**config.mk**
```make
export PLATFORM = sky130hd
export DESIGN_NAME = intersection_signal_sequencer
export DESIGN_NICKNAME = d
export VERILOG_FILES = /design/src/hw/rtl/iss_pkg.sv /design/src/hw/rtl/intersection_signal_sequencer.sv /design/src/hw/rtl/iss_step.sv
export SDC_FILE = /design/constraint.sdc
export NUM_CORES = 1
export LEC_CHECK = 0
export BUFFER_PORTS_ARGS = -buffer_cell sky130_fd_sc_hd__buf_4
export CAP_MARGIN = 0
export CORE_ASPECT_RATIO = 0.9
export CORE_MARGIN = 4
export CORE_UTILIZATION = 25
export CTS_CLUSTER_SIZE = 40
export DETAILED_ROUTE_END_ITERATION = 12
export PLACE_DENSITY_LB_ADDON = 0.1
export SETUP_SLACK_MARGIN = 0.1
export SLEW_MARGIN = 20
export SYNTH_ARGS = -nofsm -noshare
export SYNTH_HDL_FRONTEND = slang
export SYNTH_SLANG_ARGS = --single-unit
export TNS_END_PERCENT = 1
```
**constraint.sdc**
```tcl
create_clock -name clk -period 3.1 [get_ports clk]
set_input_delay 0.31 -clock clk [delete_from_list [all_inputs] [get_ports clk]]
set_output_delay 0.31 -clock clk [all_outputs]
set_load 0.03 [all_outputs]
```
**src/hw/rtl/iss_pkg.sv**
```systemverilog
// ----------------------------------------------------------------------------
// iss_pkg
// Shared types and timing constants for the intersection signal sequencer.
// ----------------------------------------------------------------------------
package iss_pkg;

  localparam int unsigned SecW   = 5;
  localparam int unsigned CfgIdxW = 1;

  typedef logic [SecW-1:0] secs_t;

  // Lamp color codes as driven on the color ports.
  typedef enum logic [1:0] {
    COLOR_OFF    = 2'd0,
    COLOR_RED    = 2'd1,
    COLOR_GREEN  = 2'd2,
    COLOR_YELLOW = 2'd3
  } color_t;

  // Phases of one signal cycle, plus the all-red flashing mode.
  typedef enum logic [3:0] {
    PH_START   = 4'd0,
    PH_NS_PED  = 4'd1,
    PH_NS_G    = 4'd2,
    PH_NS_Y    = 4'd3,
    PH_EWLT_G  = 4'd4,
    PH_EWLT_Y  = 4'd5,
    PH_EW_PED  = 4'd6,
    PH_EW_G    = 4'd7,
    PH_EW_Y    = 4'd8,
    PH_NSLT_G  = 4'd9,
    PH_NSLT_Y  = 4'd10,
    PH_FLASH   = 4'd11
  } phase_t;

  // Configuration register indexes.
  typedef enum logic [CfgIdxW-1:0] {
    CFG_NS_WALK = 1'd0,
    CFG_EW_WALK = 1'd1
  } cfg_idx_t;

  localparam secs_t WalkSecsReset = secs_t'(8);

  // Phase lengths in seconds.
  localparam secs_t TNsGreenDay    = secs_t'(7);
  localparam secs_t TNsGreenNight  = secs_t'(6);
  localparam secs_t TEwTurnDay     = secs_t'(8);
  localparam secs_t TEwTurnNight   = secs_t'(7);
  localparam secs_t TEwGreen       = secs_t'(6);
  localparam secs_t TNsTurnDay     = secs_t'(7);
  localparam secs_t TNsTurnNight   = secs_t'(8);
  localparam secs_t TYellow        = secs_t'(3);

  // Sequencer state carried from one tick to the next.
  typedef struct packed {
    phase_t phase;
    secs_t  secs;
    logic   night;
    logic   ns_walk;
    logic   ew_walk;
    logic   flash_pending;
    logic   flash_lit;
  } seq_state_t;

  // One tick's lamp and display outputs.
  typedef struct packed {
    color_t ns_color;
    color_t ns_turn_color;
    color_t ew_color;
    color_t ew_turn_color;
    secs_t  seconds_left;
    logic   beep;
    logic   flashing;
  } seq_result_t;

endpackage

```
**src/hw/rtl/intersection_signal_sequencer.sv**
```systemverilog
// ----------------------------------------------------------------------------
// intersection_signal_sequencer
// Four-signal intersection sequencer advanced by one-second tick words.
// ----------------------------------------------------------------------------
// Each input word is one second of time: it carries the daylight level, the
// two left-turn sensor levels and the pedestrian and flash button presses of
// that second, and produces exactly one output word with the four lamp colors,
// the countdown value, the buzzer and the flashing flag. A cycle runs north-
// south green and yellow, an optional east-west left turn, east-west green and
// yellow and an optional north-south left turn; in day timing a latched
// pedestrian request inserts a beeping walk countdown (length set by the two
// configuration registers) ahead of the matching green. A flash request, taken
// at the end of a cycle, blinks all reds until a second request. The whole
// tick update is one level of logic between the state registers and the
// output register, so a word is accepted in every clock cycle and its result
// appears in the next cycle; the output register decouples the two sides, and
// in_ready only drops while a result is held by a stalled consumer.
// Configuration writes take effect immediately and are meant to happen while
// no word is in flight.
// ----------------------------------------------------------------------------
module intersection_signal_sequencer
  import iss_pkg::*;
(
  input  logic               clk,
  input  logic               rst_n,

  input  logic               cfg_we,
  input  logic [CfgIdxW-1:0] cfg_index,
  input  logic [SecW-1:0]    cfg_wdata,

  input  logic               in_valid,
  output logic               in_ready,
  input  logic               in_daylight,
  input  logic               in_ns_walk_press,
  input  logic               in_ew_walk_press,
  input  logic               in_ns_turn_waiting,
  input  logic               in_ew_turn_waiting,
  input  logic               in_flash_press,

  output logic               out_valid,
  input  logic               out_ready,
  output logic [1:0]         out_ns_color,
  output logic [1:0]         out_ns_turn_color,
  output logic [1:0]         out_ew_color,
  output logic [1:0]         out_ew_turn_color,
  output logic [SecW-1:0]    out_seconds_left,
  output logic               out_beep,
  output logic               out_flashing
);

  localparam seq_state_t StateReset = '{
    phase:         PH_START,
    secs:          '0,
    night:         1'b0,
    ns_walk:       1'b0,
    ew_walk:       1'b0,
    flash_pending: 1'b0,
    flash_lit:     1'b1
  };

  secs_t       ns_walk_secs_r;
  secs_t       ew_walk_secs_r;
  seq_state_t  state_r;
  seq_state_t  state_nxt;
  seq_result_t result_nxt;
  seq_result_t result_r;
  logic        out_valid_r;
  logic        in_fire;

  // The output register is free when empty or being drained this cycle.
  assign in_ready = !out_valid_r || out_ready;
  assign in_fire  = in_valid && in_ready;

  // Configuration registers; an index with no register behind it is dropped.
  always_ff @(posedge clk) begin
    if (!rst_n) begin
      ns_walk_secs_r <= WalkSecsReset;
      ew_walk_secs_r <= WalkSecsReset;
    end else if (cfg_we) begin
      unique case (cfg_idx_t'(cfg_index))
        CFG_NS_WALK: ns_walk_secs_r <= cfg_wdata;
        CFG_EW_WALK: ew_walk_secs_r <= cfg_wdata;
        default:     ;
      endcase
    end
  end

  iss_step u_step (
    .state           (state_r),
    .daylight        (in_daylight),
    .ns_walk_press   (in_ns_walk_press),
    .ew_walk_press   (in_ew_walk_press),
    .ns_turn_waiting (in_ns_turn_waiting),
    .ew_turn_waiting (in_ew_turn_waiting),
    .flash_press     (in_flash_press),
    .ns_walk_secs    (ns_walk_secs_r),
    .ew_walk_secs    (ew_walk_secs_r),
    .state_nxt       (state_nxt),
    .result          (result_nxt)
  );

  // Sequencer state moves one tick per accepted word.
  always_ff @(posedge clk) begin
    if (!rst_n) begin
      state_r <= StateReset;
    end else if (in_fire) begin
      state_r <= state_nxt;
    end
  end

  always_ff @(posedge clk) begin
    if (!rst_n) begin
      out_valid_r <= 1'b0;
    end else if (in_fire) begin
      out_valid_r <= 1'b1;
    end else if (out_ready) begin
      out_valid_r <= 1'b0;
    end
  end

  // The result payload needs no reset; it is qualified by out_valid.
  always_ff @(posedge clk) begin
    if (in_fire) begin
      result_r <= result_nxt;
    end
  end

  assign out_valid         = out_valid_r;
  assign out_ns_color      = result_r.ns_color;
  assign out_ns_turn_color = result_r.ns_turn_color;
  assign out_ew_color      = result_r.ew_color;
  assign out_ew_turn_color = result_r.ew_turn_color;
  assign out_seconds_left  = result_r.seconds_left;
  assign out_beep          = result_r.beep;
  assign out_flashing      = result_r.flashing;

endmodule

```
**src/hw/rtl/iss_step.sv**
```systemverilog
// ----------------------------------------------------------------------------
// iss_step
// Combinational next-state and output logic for one one-second tick.
// ----------------------------------------------------------------------------
module iss_step
  import iss_pkg::*;
(
  input  seq_state_t  state,
  input  logic        daylight,
  input  logic        ns_walk_press,
  input  logic        ew_walk_press,
  input  logic        ns_turn_waiting,
  input  logic        ew_turn_waiting,
  input  logic        flash_press,
  input  secs_t       ns_walk_secs,
  input  secs_t       ew_walk_secs,
  output seq_state_t  state_nxt,
  output seq_result_t result
);

  function automatic seq_state_t enter_phase(seq_state_t s, phase_t p, secs_t n);
    seq_state_t r;
    r       = s;
    r.phase = p;
    r.secs  = n;
    return r;
  endfunction

  function automatic seq_state_t start_cycle(seq_state_t s, logic day, secs_t walk);
    seq_state_t r;
    r       = s;
    r.night = !day;
    if (r.night) begin
      r.ns_walk = 1'b0;
      r.ew_walk = 1'b0;
    end
    if (!r.night && r.ns_walk && (walk != '0)) begin
      r = enter_phase(r, PH_NS_PED, walk);
    end else begin
      if (!r.night) begin
        r.ns_walk = 1'b0;
      end
      r = enter_phase(r, PH_NS_G, r.night ? TNsGreenNight : TNsGreenDay);
    end
    return r;
  endfunction

  function automatic seq_state_t ew_branch(seq_state_t s, secs_t walk);
    seq_state_t r;
    r = s;
    if (!r.night && r.ew_walk && (walk != '0)) begin
      r = enter_phase(r, PH_EW_PED, walk);
    end else begin
      if (!r.night) begin
        r.ew_walk = 1'b0;
      end
      r = enter_phase(r, PH_EW_G, TEwGreen);
    end
    return r;
  endfunction

  function automatic seq_state_t cycle_end(seq_state_t s, logic day, secs_t walk);
    seq_state_t r;
    r = s;
    if (r.flash_pending) begin
      r.flash_pending = 1'b0;
      r.flash_lit     = 1'b1;
      r               = enter_phase(r, PH_FLASH, '0);
    end else begin
      r = start_cycle(r, day, walk);
    end
    return r;
  endfunction

  always_comb begin
    seq_state_t  s;
    seq_result_t o;
    color_t      c;

    s = state;

    // Leaving flash mode only at the start of a lit second.
    if (s.phase == PH_FLASH && s.flash_lit && s.flash_pending) begin
      s.flash_pending = 1'b0;
      s = enter_phase(s, PH_START, '0);
    end

    if (s.phase != PH_FLASH && s.secs == '0) begin
      case (s.phase)
        PH_NS_PED: begin
          s.ns_walk = 1'b0;
          s = enter_phase(s, PH_NS_G, s.night ? TNsGreenNight : TNsGreenDay);
        end
        PH_NS_G:   s = enter_phase(s, PH_NS_Y, TYellow);
        PH_NS_Y: begin
          if (ew_turn_waiting) begin
            s = enter_phase(s, PH_EWLT_G, s.night ? TEwTurnNight : TEwTurnDay);
          end else begin
            s = ew_branch(s, ew_walk_secs);
          end
        end
        PH_EWLT_G: s = enter_phase(s, PH_EWLT_Y, TYellow);
        PH_EWLT_Y: s = ew_branch(s, ew_walk_secs);
        PH_EW_PED: begin
          s.ew_walk = 1'b0;
          s = enter_phase(s, PH_EW_G, TEwGreen);
        end
        PH_EW_G:   s = enter_phase(s, PH_EW_Y, TYellow);
        PH_EW_Y: begin
          if (ns_turn_waiting) begin
            s = enter_phase(s, PH_NSLT_G, s.night ? TNsTurnNight : TNsTurnDay);
          end else begin
            s = cycle_end(s, daylight, ns_walk_secs);
          end
        end
        PH_NSLT_G: s = enter_phase(s, PH_NSLT_Y, TYellow);
        PH_NSLT_Y: s = cycle_end(s, daylight, ns_walk_secs);
        default:   s = start_cycle(s, daylight, ns_walk_secs);
      endcase
    end

    o.ns_color      = COLOR_RED;
    o.ns_turn_color = COLOR_RED;
    o.ew_color      = COLOR_RED;
    o.ew_turn_color = COLOR_RED;
    o.seconds_left  = '0;
    o.beep          = 1'b0;
    o.flashing      = 1'b0;
    c               = COLOR_RED;

    if (s.phase == PH_FLASH) begin
      c = s.flash_lit ? COLOR_RED : COLOR_OFF;
      o.ns_color      = c;
      o.ns_turn_color = c;
      o.ew_color      = c;
      o.ew_turn_color = c;
      o.flashing      = 1'b1;
      s.flash_lit     = !s.flash_lit;
    end else begin
      o.seconds_left = s.secs;
      case (s.phase)
        PH_NS_PED: begin
          o.ns_color     = COLOR_GREEN;
          o.beep         = 1'b1;
          o.seconds_left = s.secs - secs_t'(1);
        end
        PH_NS_G:   o.ns_color      = COLOR_GREEN;
        PH_NS_Y:   o.ns_color      = COLOR_YELLOW;
        PH_EWLT_G: o.ew_turn_color = COLOR_GREEN;
        PH_EWLT_Y: o.ew_turn_color = COLOR_YELLOW;
        PH_EW_PED: begin
          o.ew_color     = COLOR_GREEN;
          o.beep         = 1'b1;
          o.seconds_left = s.secs - secs_t'(1);
        end
        PH_EW_G:   o.ew_color      = COLOR_GREEN;
        PH_EW_Y:   o.ew_color      = COLOR_YELLOW;
        PH_NSLT_G: o.ns_turn_color = COLOR_GREEN;
        PH_NSLT_Y: o.ns_turn_color = COLOR_YELLOW;
        default:   ;
      endcase
      if (s.secs != '0) begin
        s.secs = s.secs - secs_t'(1);
      end
    end

    // Presses of this tick are latched after the outputs are decided.
    if (ns_walk_press) s.ns_walk = 1'b1;
    if (ew_walk_press) s.ew_walk = 1'b1;
    if (flash_press)   s.flash_pending = 1'b1;

    state_nxt = s;
    result    = o;
  end

endmodule

```
==> run summary <==
WORST SETUP PATH
----------------------------------------------------------------------------------------
Required arrival time at the worst endpoint                                      3.29 ns
Category of cells accounting for the largest share of critical-path delay   simple AND/OR/NAND/NOR gates
Series of cell instances along the critical path                            or4_4 > nor3_2 > nor2_2 > nor3_1 > a211oi_1 > buf_4 > ha_1 > or3_1 > or3_1 > o311ai_0
Length in cells of the worst reg-to-reg path                                          10
Cell depth of the worst setup path                                                    10
Type of element launching the critical path                                     register
Largest stage delay on the critical path                                         0.57 ns
Most common cell type on the critical path                                  sky130_fd_sc_hd__or3_1
Buf/Inv on CP                                                                          1
Largest driver fanout on the critical path                                             6
Critical setup path kind                                                      reg -> reg
Endpoint kind of the worst setup timing path                                    register
Data arrival time at the worst-slack endpoint                                    3.06 ns
Cell with the largest stage delay on the worst path                         sky130_fd_sc_hd__or4_4

SYNTH
----------------------------------------------------------------------------------------
Post-Syn Instances                                                                   346
Sequential-to-total area share from yosys stat                                     0.332
Number of enable-type register cells in the synthesized netlist                       15
Mapped Avg Cell Area                                                            8.28 µm²
Top FF cell, synth                                                          sky130_fd_sc_hd__dfxtp_1
Syn nets                                                                             365
Synthesis Warnings                                                                     0
Cell type with the highest aggregate area in the netlist                    sky130_fd_sc_hd__dfxtp_1
Number of synthesized register bits                                                   40
Netlist area before placement                                                0.00287 mm²
FFs w/ async S/R, synth                                                                0
Portion of synthesized cell area occupied by the leading cell type                 0.175
Main area contributors after synthesis                                      sky130_fd_sc_hd__dfxtp_1 (17%), sky130_fd_sc_hd__edfxtp_1 (16%), sky130_fd_sc_hd__nand2_1 (4.7%), sky130_fd_sc_hd__a21oi_1 (4.0%), sky130_fd_sc_hd__nor2_1 (3.7%)
Number of different library cells in the post-synthesis netlist                       78

CLOCK NETWORK
----------------------------------------------------------------------------------------
Buffer depth of the longest clock path                                                 2
Clk Tree Root Cell                                                          sky130_fd_sc_hd__clkbuf_16
TritonCTS clock tree                                                                 yes
Number of CTS-inserted buffers                                                         5
# H-tree levels                                                                        2
Register clock-pin slew on the reported worst setup and hold paths               0.06 ns
Clk_lat worst skew                                                               0.29 ns
Clk sink count                                                                        40

FLOORPLANNING
----------------------------------------------------------------------------------------
Y dimension of the die                                                            110 µm
Area of the core                                                              0.0110 mm²
# IOs                                                                                 34
Horiz. Die Dim                                                                    121 µm
Die Footprint                                                                 0.0132 mm²
Initial standard-cell utilization of the core                                      0.260
# rows                                                                                36

STA
----------------------------------------------------------------------------------------
Max Fclk                                                                       0.348 GHz
Setup TNS                                                                           0 ns
Number of max-slew violations in the final report                                      0
Worst Tran Pin Value                                                            0.601 ns
Worst path setup slack after routing                                            0.229 ns
Final-report hold violation count                                                      0
Worst max-slew margin expressed relative to the limit                              0.597
Setup violations, final                                                                0
RSZ-0062 raised after global routing                                                true
Worst hold slack after final layout                                             0.247 ns
Time the worst path needs with I/O delays and setup                              2.87 ns
Maximum clock skew at final layout                                            0.00367 ns
Final critical-path share of the clock period                                      0.926

POWER
----------------------------------------------------------------------------------------
Leakage Power                                                                    1.43 nW
Peak supply drop                                                              0.000298 V
Pwr Total                                                                        3.63 mW
Power Density                                                                 979 mW/mm²

FINAL LAYOUT
----------------------------------------------------------------------------------------
Multi-input gate area in the final layout                                    0.00181 mm²
Layout Cells excl Fill                                                               558
Area taken by flip-flops and latches                                             957 µm²
# nets final                                                                         424
Area overhead of the layout relative to synthesis                                  29.4%
Share of final-layout standard cells stronger than drive strength 1                0.283
Number of inserted diodes                                                              0
Number of fillers in the final layout                                               1202

GRT
----------------------------------------------------------------------------------------
GRT Residual Overflow                                                                  0
Largest net degree at the start of global routing                                     24
First-pass GRT wire length                                                      14400 µm
Initial antenna violation count                                                        0
Via count of the first global-routing pass                                          2655
All-layer global routing usage                                                     0.138

ROUTE
----------------------------------------------------------------------------------------
DRC Markers                                                                            0
Total wirelength of the detailed-routed design                                   8890 µm
Via Count                                                                           2848
Routed wire per std cell                                                         15.9 µm
Number of search-and-repair iterations in the first detailed-routing pass              5
DRT antenna net count                                                                  0
Number of violations reported at the end of detailed-routing iteration 0             157
Post-DR vias/cell                                                                   5.10

HOLD PATH
----------------------------------------------------------------------------------------
Worst hold-check path type                                                     in -> reg
Min-Delay Path Depth                                                                   3

PLACED DESIGN
----------------------------------------------------------------------------------------
Setup slack at placement                                                       0.0248 ns
Post-Place Cells                                                                     548
Estimated wirelength of the detail-placed design                                 6870 µm
Total of buffers placed on input and output ports                                     33
Placer Congestion                                                                  0.865

RUN STATUS
----------------------------------------------------------------------------------------
Outcome                                                                     complete, no violations

FLOW RUN
----------------------------------------------------------------------------------------
Maxcap violations                                                                      0

per-stage QoR:
step                area (µm²)  utilization
floorplan                 2870            -
global placement          3440        0.312
detailed placement        3440        0.312
CTS                       3620        0.328
global route              3710        0.336
finish                    3710        0.336
power by group:
| part | switching (mW) | internal (mW) |
|---|---|---|
| Sequential | 0.0974 | 0.725 |
| Combinational | 1.29 | 0.949 |
| Clock | 0.221 | 0.346 |
| Total | 1.61 | 2.02 |
per-layer routing:
layer	vias up	track usage	wire, µm
met5	-	0	0
met4	0	0.0364	96
met3	10	0.0252	358
met2	68	0.202	3890
met1	1349	0.208	4550
li1	1421	-	-
worst min-delay path, delay by kind of cell:
family,cells,cell delay (ns)
mux,1,0.05
simple gates,1,0.05
buf+inv,1,0.09
registers in the layout, summed over array words and instances (netlist names):
signal             flops
state_r               14
ew_walk_secs_r         5
out_valid              1
out_flashing           1
out_ew_turn_color      2
out_ns_turn_color      2
out_ns_color           2
out_beep               1
out_seconds_left       5
out_ew_color           2
ns_walk_secs_r         5
path summary, 6_finish.rpt:
kind,start,endpoint,slack [ns]
setup / recovery,state_r[9],state_r[6],0.23
hold / removal,cfg_wdata[3],ns_walk_secs_r[3],0.25
setup reg to reg,state_r[9],state_r[6],0.23
hold reg to reg,ew_walk_secs_r[2],ew_walk_secs_r[2],0.49
cell usage after synthesis, drive strengths merged (5+ instances only):
cell	n
o22ai	5
clkbuf	8
nor3b	5
o2111ai	6
dfxtp	25
a21oi	23
nand2b	9
nor2	30
nor4	6
nor2b	9
buf	9
mux2i	9
or3	7
edfxtp	15
nor3	11
o21ai	20
nand2	37
a31oi	5
nand3	20
a211oi	6
and3	5
inv	14
logic make-up (layout without fill, tap and decap cells):
kind of cell	Yosys count	in the layout	synth area share
muxes	9	9	0.0314
AOI/OAI and AO/OA	101	101	0.252
and+or+nand+nor	159	159	0.301
DFF	40	40	0.332
adders and majority gates	2	2	0.00873
buffers and inverters	32	92	0.0663
xor gates and xnor gates	3	3	0.00917
final cells by class:
class                      count  share of cell area
multi-input combinational    274               0.489
sequential                    40               0.258
timing repair buffer          69               0.143
tap                          152              0.0513
clock buffer                   6              0.0405
inverter                      15              0.0152
clock inverter                 2             0.00304
cells in the final DEF, fill, tap and decap left out, drive strengths merged, types with 3 or more instances in the layout:
cell type	Yosys	layout
nor2b	9	9
or3	7	7
o211ai	4	4
and3	5	5
nor3b	5	5
a21o	4	4
nor3	11	11
nor4	6	6
nand3	20	20
o22ai	5	5
a221oi	3	3
o21ai	20	20
a211oi	6	6
nand2	37	37
nand2b	9	9
o31ai	4	4
buf	9	69
mux2i	9	9
o2111ai	6	6
nor2	30	30
clkbuf	8	6
inv	14	15
a21oi	23	23
a31oi	5	5
o311ai	4	4
dfxtp	25	25
edfxtp	15	15
or2	4	4
timing repair:
item                                    in CTS  in global routing
resized for setup                            2                 22
endpoints found under the setup margin       7                 14
hold buffers                                 0                  0
pin swaps                                    0                  4
setup buffers                                0                  2
Note: power is estimated with default switching activity, not from simulation.
